### src/hdl/hsha_pkg.sv
// Package: HMAC-SHA256 types, constants and round functions.
`default_nettype none
package hsha_pkg;

  localparam logic [7:0] IPAD = 8'h36;
  localparam logic [7:0] OPAD = 8'h5c;

  localparam logic [7:0][31:0] IV = {
    32'h5be0cd19, 32'h1f83d9ab, 32'h9b05688c, 32'h510e527f,
    32'ha54ff53a, 32'h3c6ef372, 32'hbb67ae85, 32'h6a09e667
  };

  typedef struct packed {
    logic [7:0] data_byte;
    logic       byte_present;
    logic       last;
  } in_t;

  typedef struct packed {
    logic [63:0] digest_word0;
    logic [63:0] digest_word1;
    logic [63:0] digest_word2;
    logic [63:0] digest_word3;
  } out_t;

  typedef enum logic [10:0] {
    S_IDLE = 11'b000_0000_0001,
    S_ITEM = 11'b000_0000_0010,
    S_POST = 11'b000_0000_0100,
    S_PAD  = 11'b000_0000_1000,
    S_LOAD = 11'b000_0001_0000,
    S_RND  = 11'b000_0010_0000,
    S_FIN  = 11'b000_0100_0000,
    S_IDG  = 11'b000_1000_0000,
    S_DRD  = 11'b001_0000_0000,
    S_DBY  = 11'b010_0000_0000,
    S_OUT  = 11'b100_0000_0000
  } state_e;

  typedef enum logic [2:0] {
    P_MARK = 3'b001,
    P_ZERO = 3'b010,
    P_LEN  = 3'b100
  } pstg_e;

  function automatic logic [31:0] big_s0(input logic [31:0] x);
    return {x[1:0], x[31:2]} ^ {x[12:0], x[31:13]} ^ {x[21:0], x[31:22]};
  endfunction

  function automatic logic [31:0] big_s1(input logic [31:0] x);
    return {x[5:0], x[31:6]} ^ {x[10:0], x[31:11]} ^ {x[24:0], x[31:25]};
  endfunction

  function automatic logic [31:0] sml_s0(input logic [31:0] x);
    return {x[6:0], x[31:7]} ^ {x[17:0], x[31:18]} ^ {3'b000, x[31:3]};
  endfunction

  function automatic logic [31:0] sml_s1(input logic [31:0] x);
    return {x[16:0], x[31:17]} ^ {x[18:0], x[31:19]} ^ {10'd0, x[31:10]};
  endfunction

  function automatic logic [31:0] k_const(input logic [5:0] i);
    logic [31:0] k;
    case (i)
      6'd0:  k = 32'h428a2f98; 6'd1:  k = 32'h71374491; 6'd2:  k = 32'hb5c0fbcf;
      6'd3:  k = 32'he9b5dba5; 6'd4:  k = 32'h3956c25b; 6'd5:  k = 32'h59f111f1;
      6'd6:  k = 32'h923f82a4; 6'd7:  k = 32'hab1c5ed5; 6'd8:  k = 32'hd807aa98;
      6'd9:  k = 32'h12835b01; 6'd10: k = 32'h243185be; 6'd11: k = 32'h550c7dc3;
      6'd12: k = 32'h72be5d74; 6'd13: k = 32'h80deb1fe; 6'd14: k = 32'h9bdc06a7;
      6'd15: k = 32'hc19bf174; 6'd16: k = 32'he49b69c1; 6'd17: k = 32'hefbe4786;
      6'd18: k = 32'h0fc19dc6; 6'd19: k = 32'h240ca1cc; 6'd20: k = 32'h2de92c6f;
      6'd21: k = 32'h4a7484aa; 6'd22: k = 32'h5cb0a9dc; 6'd23: k = 32'h76f988da;
      6'd24: k = 32'h983e5152; 6'd25: k = 32'ha831c66d; 6'd26: k = 32'hb00327c8;
      6'd27: k = 32'hbf597fc7; 6'd28: k = 32'hc6e00bf3; 6'd29: k = 32'hd5a79147;
      6'd30: k = 32'h06ca6351; 6'd31: k = 32'h14292967; 6'd32: k = 32'h27b70a85;
      6'd33: k = 32'h2e1b2138; 6'd34: k = 32'h4d2c6dfc; 6'd35: k = 32'h53380d13;
      6'd36: k = 32'h650a7354; 6'd37: k = 32'h766a0abb; 6'd38: k = 32'h81c2c92e;
      6'd39: k = 32'h92722c85; 6'd40: k = 32'ha2bfe8a1; 6'd41: k = 32'ha81a664b;
      6'd42: k = 32'hc24b8b70; 6'd43: k = 32'hc76c51a3; 6'd44: k = 32'hd192e819;
      6'd45: k = 32'hd6990624; 6'd46: k = 32'hf40e3585; 6'd47: k = 32'h106aa070;
      6'd48: k = 32'h19a4c116; 6'd49: k = 32'h1e376c08; 6'd50: k = 32'h2748774c;
      6'd51: k = 32'h34b0bcb5; 6'd52: k = 32'h391c0cb3; 6'd53: k = 32'h4ed8aa4a;
      6'd54: k = 32'h5b9cca4f; 6'd55: k = 32'h682e6ff3; 6'd56: k = 32'h748f82ee;
      6'd57: k = 32'h78a5636f; 6'd58: k = 32'h84c87814; 6'd59: k = 32'h8cc70208;
      6'd60: k = 32'h90befffa; 6'd61: k = 32'ha4506ceb; 6'd62: k = 32'hbef9a3f7;
      6'd63: k = 32'hc67178f2;
      default: k = 32'h0;
    endcase
    return k;
  endfunction

endpackage
`default_nettype wire

### src/hdl/hsha_stream_if.sv
// Interface: valid/ready stream channel with a typed payload.
`default_nettype none
interface hsha_stream_if #(parameter type payload_t = logic);
  logic     valid;
  logic     ready;
  payload_t payload;

  modport source (output valid, output payload, input ready);
  modport sink (input valid, input payload, output ready);
endinterface
`default_nettype wire

### src/hdl/hmac_sha256_message_authenticator.sv
// Top level: HMAC-SHA256 over a byte stream, block buffer and inner digest in RAM.
//
//  channel | dir | handshake         | payload
//  in_if   | in  | valid/ready       | data_byte, byte_present, last
//  out_if  | out | valid/ready       | digest_word0..3
//  cfg     | in  | cfg_we_i          | cfg_idx_i, cfg_data_i (key words)
//
// A message byte passes through accept, absorb and end check; the byte that fills
// a 64-byte block then adds the buffer RAM load, 64 rounds and the chain
// update. The first item of a message first hashes the inner key block;
// the last item adds padding, the outer key block and the outer hash.
// No clearing pass after reset. The result register frees input while
// a digest waits; a new digest stalls until the previous one is taken.
`default_nettype none
module hmac_sha256_message_authenticator
  import hsha_pkg::*;
(
  input  wire logic        clk_i,
  input  wire logic        rst_ni,
  hsha_stream_if.sink      in_if,
  hsha_stream_if.source    out_if,
  input  wire logic        cfg_we_i,
  input  wire logic [2:0]  cfg_idx_i,
  input  wire logic [63:0] cfg_data_i
);
  state_e state_q, state_d, ret_q, ret_d;
  pstg_e  pstg_q, pstg_d;
  logic [7:0][63:0]  key_q;
  logic [7:0][31:0]  h_q, h_d, v_q, v_d, rv;
  logic [15:0][31:0] w_q, w_d, rw;
  logic [63:0] len_q, len_d, lsnap_q, lsnap_d;
  logic [23:0] acc_q, acc_d;
  logic [5:0]  rnd_q, rnd_d;
  logic [4:0]  cnt_q, cnt_d, bcnt_q, bcnt_d;
  logic        phase_q, phase_d, outer_q, outer_d, out_vld_q, out_vld_d;
  in_t         item_q, item_d;
  out_t        out_q, out_d;

  logic [31:0] buf_mem [16];
  logic [31:0] idg_mem [8];
  logic [31:0] buf_rd_q, idg_rd_q, buf_wdata;
  logic [3:0]  buf_raddr, buf_waddr;
  logic        buf_we, idg_we, ab_en, key_ld;
  logic [7:0]  ab_byte, key_pad;
  logic [5:0]  pos, shamt;

  hsha_round u_round (
    .v_i (v_q),
    .w_i (w_q),
    .k_i (k_const(rnd_q)),
    .v_o (rv),
    .w_o (rw)
  );

  assign pos          = len_q[8:3];
  assign in_if.ready  = (state_q == S_IDLE);
  assign out_if.valid = out_vld_q;
  assign out_if.payload = out_q;

  always_comb begin
    state_d = state_q; ret_d = ret_q; pstg_d = pstg_q;
    h_d = h_q; v_d = v_q; w_d = w_q;
    len_d = len_q; lsnap_d = lsnap_q; acc_d = acc_q;
    rnd_d = rnd_q; cnt_d = cnt_q; bcnt_d = bcnt_q;
    phase_d = phase_q; outer_d = outer_q; item_d = item_q; out_d = out_q;
    out_vld_d = out_vld_q & ~out_if.ready;
    ab_en = 1'b0; ab_byte = 8'h00; key_ld = 1'b0; key_pad = IPAD;
    buf_we = 1'b0; buf_waddr = pos[5:2]; buf_wdata = {acc_q, ab_byte};
    buf_raddr = cnt_q[3:0]; idg_we = 1'b0;
    shamt = {3'(3'd7 - cnt_q[2:0]), 3'b000};

    case (state_q)
      S_IDLE: begin
        if (in_if.valid) begin
          item_d  = in_if.payload;
          outer_d = 1'b0;
          if (!phase_q) begin
            key_ld  = 1'b1;
            key_pad = IPAD;
            phase_d = 1'b1;
            ret_d   = S_ITEM;
          end else begin
            state_d = S_ITEM;
          end
        end
      end
      S_ITEM: begin
        ab_en   = item_q.byte_present;
        ab_byte = item_q.data_byte;
        ret_d   = S_POST;
        state_d = S_POST;
      end
      S_POST: begin
        if (item_q.last) begin
          lsnap_d = len_q;
          pstg_d  = P_MARK;
          state_d = S_PAD;
        end else begin
          state_d = S_IDLE;
        end
      end
      S_PAD: begin
        ab_en = 1'b1;
        ret_d = S_PAD;
        case (pstg_q)
          P_MARK: begin
            ab_byte = 8'h80;
            cnt_d   = '0;
            pstg_d  = (pos == 6'd55) ? P_LEN : P_ZERO;
          end
          P_ZERO: begin
            ab_byte = 8'h00;
            cnt_d   = '0;
            if (pos == 6'd55) pstg_d = P_LEN;
          end
          P_LEN: begin
            ab_byte = lsnap_q[shamt +: 8];
            cnt_d   = cnt_q + 5'd1;
            if (cnt_q[2:0] == 3'd7) ret_d = outer_q ? S_OUT : S_IDG;
          end
          default: pstg_d = P_MARK;
        endcase
      end
      S_LOAD: begin
        if (cnt_q != 5'd0) w_d = {buf_rd_q, w_q[15:1]};
        cnt_d = cnt_q + 5'd1;
        if (cnt_q == 5'd16) begin
          v_d     = h_q;
          rnd_d   = '0;
          state_d = S_RND;
        end
      end
      S_RND: begin
        v_d   = rv;
        w_d   = rw;
        rnd_d = rnd_q + 6'd1;
        if (rnd_q == 6'd63) state_d = S_FIN;
      end
      S_FIN: begin
        for (int i = 0; i < 8; i++) h_d[i] = h_q[i] + v_q[i];
        cnt_d   = '0;
        state_d = ret_q;
      end
      S_IDG: begin
        idg_we = 1'b1;
        cnt_d  = cnt_q + 5'd1;
        if (cnt_q[2:0] == 3'd7) begin
          key_ld  = 1'b1;
          key_pad = OPAD;
          outer_d = 1'b1;
          bcnt_d  = '0;
          ret_d   = S_DRD;
        end
      end
      S_DRD: state_d = S_DBY;
      S_DBY: begin
        ab_en   = 1'b1;
        ab_byte = idg_rd_q[{~bcnt_q[1:0], 3'b000} +: 8];
        bcnt_d  = bcnt_q + 5'd1;
        if (bcnt_q[1:0] == 2'd3) state_d = (bcnt_q == 5'd31) ? S_POST : S_DRD;
      end
      S_OUT: begin
        if (!out_vld_q || out_if.ready) begin
          out_d.digest_word0 = {h_q[0], h_q[1]};
          out_d.digest_word1 = {h_q[2], h_q[3]};
          out_d.digest_word2 = {h_q[4], h_q[5]};
          out_d.digest_word3 = {h_q[6], h_q[7]};
          out_vld_d = 1'b1;
          h_d       = IV;
          len_d     = '0;
          phase_d   = 1'b0;
          state_d   = S_IDLE;
        end
      end
      default: state_d = S_IDLE;
    endcase

    if (ab_en) begin
      acc_d     = {acc_q[15:0], ab_byte};
      buf_wdata = {acc_q, ab_byte};
      buf_we    = (pos[1:0] == 2'd3);
      len_d     = len_q + 64'd8;
      if (pos == 6'd63) begin
        state_d = S_LOAD;
        cnt_d   = '0;
      end
    end

    if (key_ld) begin
      h_d = IV;
      v_d = IV;
      for (int i = 0; i < 16; i++) begin
        w_d[i] = (i[0] ? key_q[i>>1][31:0] : key_q[i>>1][63:32]) ^ {4{key_pad}};
      end
      len_d   = 64'd512;
      rnd_d   = '0;
      state_d = S_RND;
    end
  end

  always_ff @(posedge clk_i or negedge rst_ni) begin
    if (!rst_ni) begin
      state_q   <= S_IDLE;
      ret_q     <= S_IDLE;
      pstg_q    <= P_MARK;
      key_q     <= '0;
      h_q       <= IV;
      len_q     <= '0;
      rnd_q     <= '0;
      cnt_q     <= '0;
      bcnt_q    <= '0;
      phase_q   <= 1'b0;
      outer_q   <= 1'b0;
      out_vld_q <= 1'b0;
    end else begin
      state_q   <= state_d;
      ret_q     <= ret_d;
      pstg_q    <= pstg_d;
      h_q       <= h_d;
      len_q     <= len_d;
      rnd_q     <= rnd_d;
      cnt_q     <= cnt_d;
      bcnt_q    <= bcnt_d;
      phase_q   <= phase_d;
      outer_q   <= outer_d;
      out_vld_q <= out_vld_d;
      if (cfg_we_i) key_q[cfg_idx_i] <= cfg_data_i;
    end
  end

  always_ff @(posedge clk_i) begin
    v_q     <= v_d;
    w_q     <= w_d;
    acc_q   <= acc_d;
    lsnap_q <= lsnap_d;
    item_q  <= item_d;
    out_q   <= out_d;
  end

  // block buffer RAM, one word per four bytes
  always_ff @(posedge clk_i) begin
    if (buf_we) buf_mem[buf_waddr] <= buf_wdata;
    buf_rd_q <= buf_mem[buf_raddr];
  end

  // inner digest RAM
  always_ff @(posedge clk_i) begin
    if (idg_we) idg_mem[cnt_q[2:0]] <= h_q[cnt_q[2:0]];
    idg_rd_q <= idg_mem[bcnt_q[4:2]];
  end

  a_len_bytes: assert property (@(posedge clk_i) disable iff (!rst_ni)
    len_q[2:0] == 3'b000) else $error("bit length not byte aligned");

  a_load_to_rnd: assert property (@(posedge clk_i) disable iff (!rst_ni)
    (state_q == S_LOAD && cnt_q == 5'd16) |=> state_q == S_RND)
    else $error("block load did not start rounds");

  a_dig_no_wrap: assert property (@(posedge clk_i) disable iff (!rst_ni)
    state_q == S_DBY |-> pos != 6'd63) else $error("inner digest crossed a block");

  a_out_load: assert property (@(posedge clk_i) disable iff (!rst_ni)
    (state_q == S_OUT && !out_vld_q) |=> (out_vld_q && state_q == S_IDLE))
    else $error("digest not delivered");

  a_rnd_end: assert property (@(posedge clk_i) disable iff (!rst_ni)
    (state_q == S_RND && rnd_q == 6'd63) |=> state_q == S_FIN)
    else $error("round count overrun");

endmodule
`default_nettype wire

### src/hdl/hsha_round.sv
// Module: one SHA-256 compression round and message schedule step.
`default_nettype none
module hsha_round
  import hsha_pkg::*;
(
  input  wire logic [7:0][31:0]  v_i,
  input  wire logic [15:0][31:0] w_i,
  input  wire logic [31:0]       k_i,
  output logic      [7:0][31:0]  v_o,
  output logic      [15:0][31:0] w_o
);
  logic [31:0] ch, maj, t1, t2;

  always_comb begin
    ch  = (v_i[4] & v_i[5]) ^ (~v_i[4] & v_i[6]);
    maj = (v_i[0] & v_i[1]) ^ (v_i[0] & v_i[2]) ^ (v_i[1] & v_i[2]);
    t1  = v_i[7] + big_s1(v_i[4]) + ch + k_i + w_i[0];
    t2  = big_s0(v_i[0]) + maj;
    v_o[7] = v_i[6];
    v_o[6] = v_i[5];
    v_o[5] = v_i[4];
    v_o[4] = v_i[3] + t1;
    v_o[3] = v_i[2];
    v_o[2] = v_i[1];
    v_o[1] = v_i[0];
    v_o[0] = t1 + t2;
    // window slides down; slot 15 gets W[t+16]
    for (int i = 0; i < 15; i++) begin
      w_o[i] = w_i[i+1];
    end
    w_o[15] = sml_s1(w_i[14]) + w_i[9] + sml_s0(w_i[1]) + w_i[0];
  end
endmodule
`default_nettype wire
### src/flat_wrapper.sv
// flat-port wrapper written by rule: the top's interface ports become plain ports
module hmac_sha256_message_authenticator_flat import hsha_pkg::*;
  (clk_i, rst_ni, cfg_we_i, cfg_idx_i, cfg_data_i, in_if_valid, in_if_payload, in_if_ready, out_if_valid, out_if_payload, out_if_ready);
  hsha_stream_if in_if_i ();
  hsha_stream_if out_if_i ();
  input  wire logic clk_i;
  input  wire logic rst_ni;
  input  wire logic cfg_we_i;
  input  wire logic [2:0] cfg_idx_i;
  input  wire logic [63:0] cfg_data_i;
  input wire logic [$bits(in_if_i.valid)-1:0] in_if_valid;
  input wire logic [$bits(in_if_i.payload)-1:0] in_if_payload;
  output wire logic [$bits(in_if_i.ready)-1:0] in_if_ready;
  output wire logic [$bits(out_if_i.valid)-1:0] out_if_valid;
  output wire logic [$bits(out_if_i.payload)-1:0] out_if_payload;
  input wire logic [$bits(out_if_i.ready)-1:0] out_if_ready;
  assign in_if_i.valid = in_if_valid;
  assign in_if_i.payload = in_if_payload;
  assign in_if_ready = in_if_i.ready;
  assign out_if_valid = out_if_i.valid;
  assign out_if_payload = out_if_i.payload;
  assign out_if_i.ready = out_if_ready;
  hmac_sha256_message_authenticator u_core (.clk_i(clk_i), .rst_ni(rst_ni), .in_if(in_if_i), .out_if(out_if_i), .cfg_we_i(cfg_we_i), .cfg_idx_i(cfg_idx_i), .cfg_data_i(cfg_data_i));
endmodule
### config.mk
export PLATFORM = sky130hd
export DESIGN_NAME = hmac_sha256_message_authenticator_flat
export DESIGN_NICKNAME = d
export VERILOG_FILES = /design/src/hdl/hsha_pkg.sv /design/src/hdl/hsha_stream_if.sv /design/src/hdl/hmac_sha256_message_authenticator.sv /design/src/hdl/hsha_round.sv /design/src/flat_wrapper.sv
export SDC_FILE = /design/constraint.sdc
export NUM_CORES = 2
export LEC_CHECK = 0
export BUFFER_PORTS_ARGS = -buffer_cell sky130_fd_sc_hd__buf_2
export CAP_MARGIN = 20
export CORE_UTILIZATION = 40
export CTS_CLUSTER_SIZE = 28
export DETAILED_ROUTE_END_ITERATION = 8
export GPL_TIMING_DRIVEN = 1
export PLACE_DENSITY_LB_ADDON = 0.05
export SYNTH_ARGS = -nofsm -noshare
export SYNTH_HDL_FRONTEND = slang
export SYNTH_HIERARCHICAL = 1
export SYNTH_SLANG_ARGS = --single-unit
### constraint.sdc
create_clock -name clk_i -period 37.8 [get_ports clk_i]
set_input_delay 1.89 -clock clk_i [delete_from_list [all_inputs] [get_ports clk_i]]
set_output_delay 1.89 -clock clk_i [all_outputs]
set_load 0.01 [all_outputs]
==> out/metrics.csv <==
stage,metric,value,unit
synthesis,"area leader, netlist",edfxtp_1,
cts,cts bufs inserted,305,
die,Die Wd,592,um
timing,FMAX,0.0941,GHz
worst_setup_path,WS Path Type,reg -> reg,
grt,met1 Use GR,41.3,%
finish,most frequent cells in the layout,"edfxtp_1, nand2_1, nor2_1",
timing,final hold violation count,0,
job,max-cap viol count,0,
finish,Nets,13000,
timing,Setup TNS Final,0,ns
synthesis,"FF+latch count, synth",2556,
timing,Final Skew,0.0963,ns
drt,Routed Antenna Nets,0,
grt,largest net degree at the start of global routing,180,
die,die height,592,um
grt,grt total ovfl,0,
placement,placer congestion estimate,0.924,
die,Top-Level Pins,76,
cts,Setup Buffers After CTS,0,
grt,grt met3 use,3.42,%
hold_path,Worst Hold Class,reg -> reg,
synthesis,"Avg Cell Area, Syn",10.6,um^2
grt,GR peak layer,met2,
timing,Final Max Slew Viols,0,
worst_setup_path,crit-path max FO,27,
die,Cell Rows,216,
die,die area,350000,um^2
finish,synth-to-layout area growth,7.56,%
cts,Hold Buf Count CTS,0,
synthesis,Synth Flop Type,edfxtp_1,
synthesis,Post-Syn Area,139000,um^2
synthesis,Synthesized Nets,13800,
worst_setup_path,Worst path max stage delay,0.73,ns
worst_setup_path,CP required,38.55,ns
grt,first-pass GRT wire length,722000,um
synthesis,top cell type's share of synthesized area,29.5,%
drt,DRC,0,
timing,RSZ-0062 raised after global routing,no,
placement,post-DP HPWL,332000,um
finish,final core utilization,43.2,%
drt,DR vias,101000,
cts,clock sinks,2556,
cts,# H-tree levels,5,
drt,drt total wl,502000,um
timing,fin crit share,28.1,%
timing,Tmin final,10.63,ns
worst_setup_path,critical path endpoint category,flip-flop,
drt,drt pass-1 iters,6,
grt,vias in the first global route,97500,
die,core area,346000,um^2
worst_setup_path,Worst setup SP type,flip-flop,
synthesis,fraction of registers with async set/reset,34.0,%
run_status,outcome,"finished, final reports clean",
drt,Avg WL per Cell,29.3,um
drt,Iteration-0 DRC Markers,9586,
grt,met2 Use GR,43.6,%
synthesis,Mapped Cells,13100,
drt,vias per inst,5.88,
worst_setup_path,CP arrival,11.38,ns
cts,clk slew on worst S/H paths,0.06,ns
synthesis,Netlist cell types,119,
placement,IO buf count,75,
grt,initial antenna violation count,34,
timing,slew margin rel.,22.4,%
synthesis,"EDFF count, synth",1367,
cts,Worst-Skew Late Latency,0.95,ns
synthesis,"top cells by area, synth","edfxtp_1, dfrtp_1, mux2_2, dfxtp_1, buf_4",
cts,CTS tree,done,
synthesis,Yosys Warn Count,6,
timing,Worst Max-Slew Pin Slew,1.16,ns
worst_setup_path,critical-path cell with the highest stage delay,nor2_1,
grt,All-Layer GR Usage,28.1,%
timing,Setup Viol. Count Final,0,
synthesis,"Seq/Total Area, Yosys",49.8,%
finish,"most common cell after layout, fill and taps aside",edfxtp_1,
cts,CTS Buffer Depth,4,
die,Starting Density,40.2,%
finish,layout cells sized above 1,13.9,%
cts,Post-CTS Resized,0,
cts,root buffer cell,clkbuf_16,
==> registers in the layout, summed over array words and instances (netlist names), 6 cells and up <==
signal,cells
u_core/lsnap_q,61
u_core/idg_mem,256
u_core/rnd_q,6
u_core/len_q,61
u_core/key_q,512
u_core/buf_mem,512
u_core/acc_q,24
u_core/buf_rd_q,32
u_core/h_q,256
u_core/v_q,256
u_core/idg_rd_q,32
u_core/state_q,11
u_core/ret_q,7
u_core/w_q,512
==> cell type report <==
class | instances | area (um^2)
timing repair buffer | 299 | 2230
antenna | 11 | 27.5
tap | 4578 | 5730
multi-input combinational | 8692 | 60500
inverter | 435 | 1630
fill | 32500 | 197000
clock buffer | 458 | 8880
sequential | 2556 | 69400
clock inverter | 108 | 1250
==> metal layers <==
layer	share of wire, %	wire length (um)
met5	0.0062	31
met3	5.8	29000
met2	45	226000
met4	2.8	14200
met1	46	233000
==> worst paths after layout <==
path | slack [ns] | endpoint | cells past startpoint | startpoint
setup / recovery | 27.17 | u_core/v_q[31] | 40 | u_core/rnd_q[1]
hold / removal | 0.47 | u_core/lsnap_q[63] | 0 | u_core/len_q[63]
setup reg to reg | 27.17 | u_core/v_q[31] | 40 | u_core/rnd_q[1]
hold reg to reg | 0.47 | u_core/lsnap_q[63] | 0 | u_core/len_q[63]
max in group asynchronous | 33.17 | u_core/key_q[92] | 5 | rst_ni
min in group asynchronous | 1.05 | u_core/h_q[22] | 1 | rst_ni
==> kinds of logic (layout without fill, tap and decap cells) <==
group                      after synthesis  after routing  share of synthesized area [%]
adders and majority gates              594            594                           6.39
DFF                                   2556           2556                           49.8
buffers and inverters                 1844           1300                           6.90
other                                    0             11                              0
AOI/OAI and AO/OA                     3155           3155                           14.2
muxes                                  900            900                           8.16
and+or+nand+nor                       3451           3451                           10.8
xor gates and xnor gates               592            592                           3.73
==> cells in the mapped netlist (194+ instances only) <==
library cell  number
xor2_1           245
mux2_2           578
buf_4            682
o21ai_1          372
clkbuf_1         568
nand3_1          495
o21ai_0          726
edfxtp_1        1367
nand2_1         1270
a21oi_1          645
ha_1             397
a22oi_1          216
fa_1             195
inv_1            431
xnor2_1          347
a211oi_1         194
dfxtp_1          320
a21o_1           221
dfrtp_1          730
nor2_1          1108
==> metrics by stage <==
| step | instance area, um^2 | cells | setup slack (ns) | hold WS [ns] |
|---|---|---|---|---|
| floorplan | 139000 | 13100 | 11.05 | 0.420 |
| global placement | 139000 | 16600 | 27.25 | 0.454 |
| detailed placement | 139000 | 16600 | 27.39 | 0.457 |
| CTS | 150000 | 17100 | 27.29 | 0.462 |
| global route | 150000 | 17100 | 26.77 | 0.478 |
| finish | 150000 | 17100 | 27.17 | 0.466 |
==> critical path, delay by kind of cell, from the launching register on <==
family	cells	cell delay (ns)
multiplexers	2	0.77
XOR/XNOR	2	0.43
flip-flops	1	0.38
adder cells (fa/ha/maj)	8	3.30
AO/OA/AOI/OAI	10	2.25
buffers and inverters	7	1.26
AND/OR/NAND/NOR	11	2.01
Power is not shown: default switching activity piles up to over one toggle a cycle in this logic, so the estimate is an artifact.
